File: config.mk
export PLATFORM = sky130hd
export DESIGN_NAME = date_difference_days_core
export DESIGN_NICKNAME = d
export VERILOG_FILES = /design/src/rtl/core/dtdiff_pkg.sv /design/src/rtl/core/date_difference_days_core.sv /design/src/rtl/core/dtdiff_ordinal.sv
export SDC_FILE = /design/constraint.sdc
export NUM_CORES = 1
export LEC_CHECK = 0
export ABC_AREA = 1
export BUFFER_PORTS_ARGS = -buffer_cell sky130_fd_sc_hd__buf_2
export CAP_MARGIN = 10
export CORE_AREA = 2 2 279 281
export CTS_BUF_LIST = sky130_fd_sc_hd__clkbuf_4
export DETAILED_ROUTE_END_ITERATION = 6
export DIE_AREA = 0 0 281 283
export SYNTH_ARGS = -nofsm -noshare
export SYNTH_HDL_FRONTEND = slang
export SYNTH_SLANG_ARGS = --single-unit
File: constraint.sdc
create_clock -name clk -period 13.1 [get_ports clk]
set_input_delay 1.31 -clock clk [delete_from_list [all_inputs] [get_ports clk]]
set_output_delay 1.31 -clock clk [all_outputs]
set_load 0.005 [all_outputs]
File: src/rtl/core/dtdiff_pkg.sv
// Shared widths, constants and calendar tables for the date difference block.
`timescale 1ns / 1ps

package dtdiff_pkg;

  // Field widths
  localparam int YEAR_W  = 14;
  localparam int MONTH_W = 4;
  localparam int DAY_W   = 5;
  localparam int ORD_W   = 22;
  localparam int MSTART_W = 9;

  // Calendar limits
  localparam logic [YEAR_W-1:0] YEAR_MAX = 14'd9999;
  localparam logic [YEAR_W-1:0] YEAR_MIN = 14'd1;
  localparam logic [MONTH_W-1:0] MONTH_FEB = 4'd2;

  // Divide-by-25 by reciprocal: floor(x / 25) == (x * 1311) >> 15 for x < 4681
  localparam int          DIV25_SHIFT = 15;
  localparam logic [10:0] DIV25_MUL   = 11'd1311;

  localparam logic [ORD_W-1:0] DAYS_PER_YEAR = 22'd365;

  // Days before the first of each month in a common year
  function automatic logic [MSTART_W-1:0] month_start(input logic [MONTH_W-1:0] m);
    logic [MSTART_W-1:0] r;
    case (m)
      4'd1:    r = 9'd0;
      4'd2:    r = 9'd31;
      4'd3:    r = 9'd59;
      4'd4:    r = 9'd90;
      4'd5:    r = 9'd120;
      4'd6:    r = 9'd151;
      4'd7:    r = 9'd181;
      4'd8:    r = 9'd212;
      4'd9:    r = 9'd243;
      4'd10:   r = 9'd273;
      4'd11:   r = 9'd304;
      4'd12:   r = 9'd334;
      default: r = 9'd0;
    endcase
    return r;
  endfunction

  // Month length; zero for a month code outside 1..12
  function automatic logic [DAY_W-1:0] month_len(input logic [MONTH_W-1:0] m,
                                                 input logic lp);
    logic [DAY_W-1:0] r;
    case (m) inside
      4'd4, 4'd6, 4'd9, 4'd11:                   r = 5'd30;
      4'd2:                                      r = lp ? 5'd29 : 5'd28;
      4'd1, 4'd3, 4'd5, 4'd7, 4'd8, 4'd10, 4'd12: r = 5'd31;
      default:                                   r = 5'd0;
    endcase
    return r;
  endfunction

endpackage

File: src/rtl/core/date_difference_days_core.sv
// Top level: Gregorian date difference in days, one request per unstalled cycle.
`timescale 1ns / 1ps

// Takes a start and an end date (year, month, day) and returns the number of
// days from start to end under the Gregorian leap-year rule. date_error is set,
// with day_count zero, when either date is invalid (year outside 1..9999, month
// outside 1..12, day zero or past the month's end) or the start follows the end.
// A request is taken every cycle when the result side keeps up; there are two
// register stages, the input register and the result register, with the
// date-to-ordinal conversion and the subtract between them. in_ready follows
// out_ready combinationally when both stages are full.
module date_difference_days_core (
  input  logic                           clk,
  input  logic                           rst_n,
  input  logic                           in_valid,
  output logic                           in_ready,
  input  logic [dtdiff_pkg::YEAR_W-1:0]  in_start_year,
  input  logic [dtdiff_pkg::MONTH_W-1:0] in_start_month,
  input  logic [dtdiff_pkg::DAY_W-1:0]   in_start_day,
  input  logic [dtdiff_pkg::YEAR_W-1:0]  in_end_year,
  input  logic [dtdiff_pkg::MONTH_W-1:0] in_end_month,
  input  logic [dtdiff_pkg::DAY_W-1:0]   in_end_day,
  output logic                           out_valid,
  input  logic                           out_ready,
  output logic [dtdiff_pkg::ORD_W-1:0]   out_day_count,
  output logic                           out_date_error
);

  logic                           s1_valid_r;
  logic [dtdiff_pkg::YEAR_W-1:0]  s_year_r,  e_year_r;
  logic [dtdiff_pkg::MONTH_W-1:0] s_month_r, e_month_r;
  logic [dtdiff_pkg::DAY_W-1:0]   s_day_r,   e_day_r;
  logic                           out_valid_r;
  logic [dtdiff_pkg::ORD_W-1:0]   day_count_r, day_count_nxt;
  logic                           date_error_r, date_error_nxt;
  logic [dtdiff_pkg::ORD_W-1:0]   ord_s, ord_e;
  logic                           ok_s, ok_e;
  logic                           adv;
  logic                           in_take;

  // Handshake: stage 2 moves when the result slot is free or being drained
  assign adv      = s1_valid_r && (!out_valid_r || out_ready);
  assign in_ready = !s1_valid_r || adv;
  assign in_take  = in_valid && in_ready;

  // Ordinal conversion for both dates
  dtdiff_ordinal u_ord_start (
    .year  (s_year_r),
    .month (s_month_r),
    .day   (s_day_r),
    .ord   (ord_s),
    .ok    (ok_s)
  );

  dtdiff_ordinal u_ord_end (
    .year  (e_year_r),
    .month (e_month_r),
    .day   (e_day_r),
    .ord   (ord_e),
    .ok    (ok_e)
  );

  // Difference and error
  always_comb begin
    if (ok_s && ok_e && (ord_s <= ord_e)) begin
      day_count_nxt  = ord_e - ord_s;
      date_error_nxt = 1'b0;
    end else begin
      day_count_nxt  = '0;
      date_error_nxt = 1'b1;
    end
  end

  // Valid bits
  always_ff @(posedge clk) begin
    if (!rst_n) begin
      s1_valid_r  <= 1'b0;
      out_valid_r <= 1'b0;
    end else begin
      if (in_ready) begin
        s1_valid_r <= in_valid;
      end
      if (adv) begin
        out_valid_r <= 1'b1;
      end else if (out_ready) begin
        out_valid_r <= 1'b0;
      end
    end
  end

  // Input register
  always_ff @(posedge clk) begin
    if (in_take) begin
      s_year_r  <= in_start_year;
      s_month_r <= in_start_month;
      s_day_r   <= in_start_day;
      e_year_r  <= in_end_year;
      e_month_r <= in_end_month;
      e_day_r   <= in_end_day;
    end
  end

  // Result register
  always_ff @(posedge clk) begin
    if (adv) begin
      day_count_r  <= day_count_nxt;
      date_error_r <= date_error_nxt;
    end
  end

  assign out_valid      = out_valid_r;
  assign out_day_count  = day_count_r;
  assign out_date_error = date_error_r;

endmodule

File: src/rtl/core/dtdiff_ordinal.sv
// Date to day ordinal conversion with validity check.
`timescale 1ns / 1ps

module dtdiff_ordinal (
  input  logic [dtdiff_pkg::YEAR_W-1:0]  year,
  input  logic [dtdiff_pkg::MONTH_W-1:0] month,
  input  logic [dtdiff_pkg::DAY_W-1:0]   day,
  output logic [dtdiff_pkg::ORD_W-1:0]   ord,
  output logic                           ok
);

  logic [dtdiff_pkg::YEAR_W-1:0]   p;
  logic [dtdiff_pkg::YEAR_W-3:0]   p_q4;
  logic [22:0]                     p_prod;
  logic [7:0]                      p_q100;
  logic [5:0]                      p_q400;
  logic [dtdiff_pkg::YEAR_W-3:0]   y_q4;
  logic [22:0]                     y_prod;
  logic [7:0]                      y_q100;
  logic                            y_div100;
  logic                            lp;
  logic                            year_ok;
  logic                            month_ok;
  logic                            day_ok;
  logic                            leap_adj;

  // Leap year: y % 400 == 0 is y % 100 == 0 together with y % 16 == 0
  always_comb begin
    y_q4     = year[dtdiff_pkg::YEAR_W-1:2];
    y_prod   = 23'(y_q4) * 23'(dtdiff_pkg::DIV25_MUL);
    y_q100   = y_prod[22:dtdiff_pkg::DIV25_SHIFT];
    y_div100 = ({1'b0, year} == 15'(y_q100) * 15'd100);
    lp       = (year[1:0] == 2'b00) && (!y_div100 || (year[3:0] == 4'b0000));
  end

  // Range checks
  always_comb begin
    year_ok  = (year >= dtdiff_pkg::YEAR_MIN) && (year <= dtdiff_pkg::YEAR_MAX);
    month_ok = (dtdiff_pkg::month_len(month, 1'b0) != 5'd0);
    day_ok   = (day != 5'd0) && (day <= dtdiff_pkg::month_len(month, lp));
    ok       = year_ok && month_ok && day_ok;
  end

  // Ordinal: 365*p + p/4 - p/100 + p/400 + days before month + leap_adj + day
  always_comb begin
    p        = year - dtdiff_pkg::YEAR_MIN;
    p_q4     = p[dtdiff_pkg::YEAR_W-1:2];
    p_prod   = 23'(p_q4) * 23'(dtdiff_pkg::DIV25_MUL);
    p_q100   = p_prod[22:dtdiff_pkg::DIV25_SHIFT];
    p_q400   = p_q100[7:2];
    leap_adj = lp && (month > dtdiff_pkg::MONTH_FEB);
    ord      = 22'(p) * dtdiff_pkg::DAYS_PER_YEAR
             + 22'(p_q4) - 22'(p_q100) + 22'(p_q400)
             + 22'(dtdiff_pkg::month_start(month))
             + 22'(leap_adj) + 22'(day);
  end

endmodule

### Word-level counts from Yosys, hierarchy flattened

Memories as Yosys holds them, arrays and structs flattened. A register that Yosys moved wholly into a read port is not among the register bits.
Cells that the tools add are included.

* add/sub/neg operators: 15
* multiply operators: 8
* order comparisons: 9
* eq/ne operators: 26
* multiplexer cells: 17
* reductions and logical operators: 37

Operators by type and width (count)
* multiplier 12 x 11 -> 23 bit, second input constant: 4
* two-way mux 5 bit: 10
* adder 22 x 1 -> 22 bit: 2
* adder 22 x 12 -> 22 bit: 2
* adder 22 x 5 -> 22 bit: 2
* adder 22 x 6 -> 22 bit: 2
* adder 22 x 9 -> 22 bit: 2
* multiplier 14 x 9 -> 22 bit, second input constant: 2
* subtractor 22 x 8 -> 22 bit: 2
* equality test 4 bit, second input constant: 10
* equality test 4 x 3 -> 1 bit, second input constant: 8
* equality test 14 x 15 -> 1 bit: 2
* >= comparator 14 x 1 -> 1 bit, second input constant: 2
* less-or-equal comparator 14 bit, second input constant: 2
* subtractor 14 x 1 -> 14 bit, second input constant: 2
* multiplier 8 x 5 -> 13 bit, second input constant: 2
* less-or-equal comparator 22 bit: 1
* subtractor 22 bit: 1
* nonzero test 5 bit: 4
* equality test 4 x 2 -> 1 bit, second input constant: 4
* logical AND 1 bit: 16
* OR reduction 7 bit: 2
* less-or-equal comparator 5 bit: 2
* equality test 4 x 1 -> 1 bit, second input constant: 2
* other kinds (9): 24

* flip-flop bits (word level): 71
* bits in read-only memories: 288
* input port bits: 50
* output and inout bits: 25
* word-level logic and storage cells: 124
* memories: 2

Memories
* (no name shown): words 16, width 9, rd ports 1, clocked after memory_dff 1, write ports 0, line dtdiff_pkg.sv:27 `case (m)`
* (no name shown): words 16, width 9, rd ports 1, clocked after memory_dff 1, write ports 0, line dtdiff_pkg.sv:27

### Logic depth before layout (Yosys ltp)

* depth in word-level cells: 15
* gate-level depth with buffers: 73
* mapped depth without buffers: 73

### By module

From an unflattened synthesis, not the netlist that was laid out.

* cells, all modules: 3211
* area total of the unflattened synthesis: 27249.9 sq um

Modules (own cells, without submodules)
* dtdiff_ordinal at u_ord_end: times used 1, cells each 1371, area each 11622.4 sq um, sequential area each 0.0 sq um
* dtdiff_ordinal at u_ord_start: times used 1, cells each 1365, area each 11497.3 sq um, sequential area each 0.0 sq um
* date_difference_days_core: times used 1, cells each 475, area each 4130.2 sq um, sequential area each 2112.0 sq um

### Worst setup path after synthesis

OpenSTA, ideal clock, no wires.

* kind: register -> register
* start: reg s_year_r[8] (netlist bit)
* end: reg day_count_r, in the netlist out_day_count[19] (data pin)
* setup time: 0.253 ns
* data arrival time: 11.853 ns
* data required time: 12.847 ns
* setup slack: 0.993 ns
* stages on the path, launching flop included: 70
* path buffers: 1
* period minus slack after synthesis: 12.107 ns
* path through: edfxtp_1 inv_1 fa_1 inv_1 ha_1 inv_1 fa_1 inv_1 fa_1 inv_1 fa_1 inv_1 ha_1 nand2_1 nor2_1 inv_1 nor2_1 nand2_1 [34 not listed] nand2_1 a21oi_1 o21ai_0 nand4_1 o211ai_1 xnor2_1 ha_1 a21oi_1 o21ai_0 a21oi_1 nand2_2 nand2_1 nand2_2 nand2_2 nand3_2 nand3_4 buf_6 nor2_2

* word-level cells in the longest chain between the ends: 14
* elaborated cells between the ends (all ways): 30
* those cells by class: add/sub: 8; mul: 4; order compare: 4; eq/ne: 1; mux: 3; reduce/logical: 10

Ends and longest elaborated chain
* start, declared: line date_difference_days_core.sv:30 `logic [dtdiff_pkg::YEAR_W-1:0] s_year_r, e_year_r;`
* start signal, assigned: line date_difference_days_core.sv:94 `s_year_r <= in_start_year;`
* parallel branches: the longest is 14 deep, another holds multiplier 14 x 9 -> 22 bit
* end signal, assigned: line date_difference_days_core.sv:106 `day_count_r <= day_count_nxt;`
* end, declared: line date_difference_days_core.sv:34 `logic [dtdiff_pkg::ORD_W-1:0] day_count_r, day_count_nxt;`

Parallel ways; which one is timed is not known.
A chain may end at the register's enable or synchronous reset.

### Worst setup path after layout

* start: reg e_year_r[8] (netlist bit)
* end: reg day_count_r, in the netlist out_day_count[5] (data pin)

* word-level cells in the longest chain between the ends: 14
* elaborated cells between the ends (all ways): 30
* those cells by class: add/sub: 8; mul: 4; order compare: 4; eq/ne: 1; mux: 3; reduce/logical: 10

Ends and longest elaborated chain
* start, declared: line date_difference_days_core.sv:30
* start signal, assigned: line date_difference_days_core.sv:97 `e_year_r <= in_end_year;`
* parallel branches: the longest is 14 deep, another holds multiplier 14 x 9 -> 22 bit

Parallel ways; which one is timed is not known.

==> results.md <==
* CP max-delay cell: fa_1
* Clock skew at 0.0561 ns
* Final period utilization at 95.2%
* Reg-to-reg critical path startpoint: e_year_r[8]$_DFFE_PP_
* Slew headroom at 19.1%
* CTS H-Tree Depth at 3
* Synth Register Bits at 89
* Worst hold path class: reg2reg
* Hold Vio Cnt, Final at 0
* Max Cap Viol at 0
* Hold depth at 2
* Drt via density at 4.62
* Die Wd at 281 um
* Cells after Synth at 3068
* R2R setup slack at 0.63 ns
* Routed WL at 64900 um
* Worst Setup Start Kind: flop
* Initial antenna violation count at 7
* Hold endpoint: out_valid$_SDFFE_PN0P_
* Post-route cell area at between 20000 and 30000 sq um
* Hold slack at about 0.51 ns
* Drt pass-1 iters at 5
* Total Routing Usage GR at 16.9%
* Slew @ Worst Pin at about 1.2 ns
* Hold buffer count at cts at 0
* Worst Hold Launch: s1_valid_r$_SDFFE_PN0N_
* Reg2Reg Depth at a little over 60
* Worst path required time at 13.51 ns
* Multi-input logic area at 21500 sq um
* CTS tree: built
* Setup slack at placement at -0.0723 ns
* Std-Cell Core Area at ~77000 sq um
* Top_reg_cell synth: edfxtp_1
* Async set-reset flop share out of synthesis at 0%
* CP Data Arrival Time at 12.87 ns
* Slew Viols, Final at 0
* Insertion delay of the later-clocked pin in the worst-skew pair at roughly 0.58 ns
* Final Net Count at 4306
* CP max FO at 6
* Dpl cells at 4263
* Clk slew on worst S/H paths at roughly 0.15 ns
* Die area at 79500 sq um
* Mean Syn Cell Area at 8.68 sq um
* Setup-failing EPs final at 0
* DRT antenna net count at 0
* Final std cells w/o fill at roughly 4300
* First-pass GRT wire length at 107000 um
* I/O Buffers at 74
* Starting Density at 34.7%
* Worst-case clock buffer depth at 2
* WL/cell at 15.0 um
* Vias in the first global route at 20630
* Reg-to-reg endpoint: out_day_count[5]$_SDFFCE_PN0P_
* I/O Pins at 75
* Area added between synthesis and finish at 11.4%
* Vias at 19919
* CTS Sinks at 89
* Site Rows at 102
* Layout cell share with drive strength beyond 1 at 9.70%
* Die Y at between 200 and 300 um
* Kind of critical path: reg2reg
* Gr ovfl total at 0
* Dpl cell area at 28900 sq um
* Outcome: finished, final reports clean
* CP top delay family: adder cells
* 1st-iter DRT viols at 1015
* Final min period at 12.47 ns
* Crit path buffers/inverters at 11
* FF/Latch Area at between 2000 and 2500 sq um
* Largest net degree at the start of global routing at 47
* Clock buffer count from CTS at 9
* Final HPWL DP at between 50000 and 60000 um
* Synthesized Nets at 4111
* Post-synthesis cell type count at 43
* Final setup margin at 0.634 ns
* CP Capture Type: flop
* Synthesized area at 26600 sq um
* Post-synth EDFFs at 69
* Fillers at 7775
* RSZ-0062 raised after global routing: true
* Drt drc at 0
* Slowest cell delay on critical path at 0.53 ns
* Root buffer cell: clkbuf_4
* Routability Congestion at 0.914
* Yosys warning count at 0
* Fmax at between 80 and 90 MHz
* Fraction of the yosys area taken by sequential cells at ~9.3%
logic make-up after synthesis:
kind of cell / share of synthesized area (%)
AO/OA/AOI/OAI: 6.24
XOR/XNOR: 4.33
adder cells (fa/ha/maj): 56.8
buffers and inverters: 11.6
flip-flops: 9.29
AND/OR/NAND/NOR: 11.7
final cells by class:
cell class / count / share of cell area [%]
Timing Repair Buffer: 185 / 4.06
Tap cell: 1040 / 4.39
Sequential cell: 89 / 8.34
Antenna cell: 5 / 0.0422
Clock inverter: 7 / 0.156
Clock buffer: 9 / 0.228
Inverter: 816 / 10.3
Multi-Input combinational cell: 2162 / 72.4
metrics by stage:
step / setup TNS, ns / util, %
after floorplan: 0 / -
after global placement: 0 / 37.7
after detailed placement: -0.280 / 37.7
after CTS: 0 / 37.9
after global routing: -0.960 / 38.6
final: 0 / 38.6
worst register-to-register path: cells and delay by family, from the launching register on:
family	cells	cell delay (ns)
adder cells (fa/ha/maj)	18	7.16
AND/OR/NAND/NOR	22	2.27
buffers and inverters	11	0.71
AO/OA/AOI/OAI	8	1.19
XOR/XNOR	3	0.49
flip-flops	1	0.51
per-layer routing:
metal	up-vias	routed length, um	GRT usage (%)
met5	-	19	0
met4	2	1230	3.42
met3	70	2500	1.94
met2	325	30000	28.0
met1	9497	31200	23.6
li1	10025	-	-
cell usage after synthesis (4+ instances only):
cell type | instances | share of area, %
nand3_1 | 101 | 1.9
o31ai_1 | 5 | 0.14
nand2_2 | 4 | 0.094
or2_2 | 4 | 0.094
a21oi_1 | 155 | 2.9
o21bai_1 | 8 | 0.23
nor3_1 | 20 | 0.38
nor2_1 | 113 | 1.6
nand3b_1 | 5 | 0.14
nand2_1 | 435 | 6.1
xnor2_1 | 51 | 1.7
o21ai_1 | 5 | 0.094
edfxtp_1 | 69 | 7.8
fa_1 | 359 | 27
nand4_1 | 27 | 0.63
a31oi_1 | 9 | 0.21
o21ai_0 | 73 | 1.4
and3_1 | 4 | 0.094
dfxtp_1 | 20 | 1.5
o21a_1 | 8 | 0.23
nor2_2 | 16 | 0.38
nor4_1 | 4 | 0.094
o211ai_1 | 5 | 0.14
a21o_1 | 15 | 0.42
xor2_1 | 78 | 2.6
inv_1 | 816 | 12
ha_1 | 634 | 30
worst max-delay path by stage:
stage | startpoint | end | slack, ns | cells past startpoint
after floorplan | s_year_r[8]$_DFFE_PP_ | out_day_count[19]$_SDFFCE_PN0P_ | 0.99 | 69
after CTS | s_year_r[11]$_DFFE_PP_ | out_day_count[5]$_SDFFCE_PN0P_ | 0.05 | 56
after detailed placement | s_year_r[11]$_DFFE_PP_ | out_day_count[5]$_SDFFCE_PN0P_ | -0.07 | 58
after global placement | s_year_r[11]$_DFFE_PP_ | out_day_count[6]$_SDFFCE_PN0P_ | 0.06 | 58
final | e_year_r[8]$_DFFE_PP_ | out_day_count[5]$_SDFFCE_PN0P_ | 0.63 | 62
after global routing | s_year_r[11]$_DFFE_PP_ | out_day_count[8]$_SDFFCE_PN0P_ | -0.09 | 66
placed cells by master (no fill, tap or decap), drive strengths merged, types with 15 or more instances in the layout:
cell type	count
xor2	78
nand4	27
inv	816
nor2	129
nor3	20
dfxtp	20
a21o	15
a21oi	158
ha	634
buf	185
o21ai	79
edfxtp	69
nand3	106
xnor2	51
fa	359
nand2	439
repair_timing:
item | in CTS | in global routing
gates resized for setup | 1 | 97
pin swaps | 0 | 24
setup buffers | 4 | 23
gates cloned | 1 | 1
endpoints found under the setup margin | 23 | 23
Power is not shown: default switching activity piles up to over one toggle a cycle in this logic, so the estimate is an artifact.
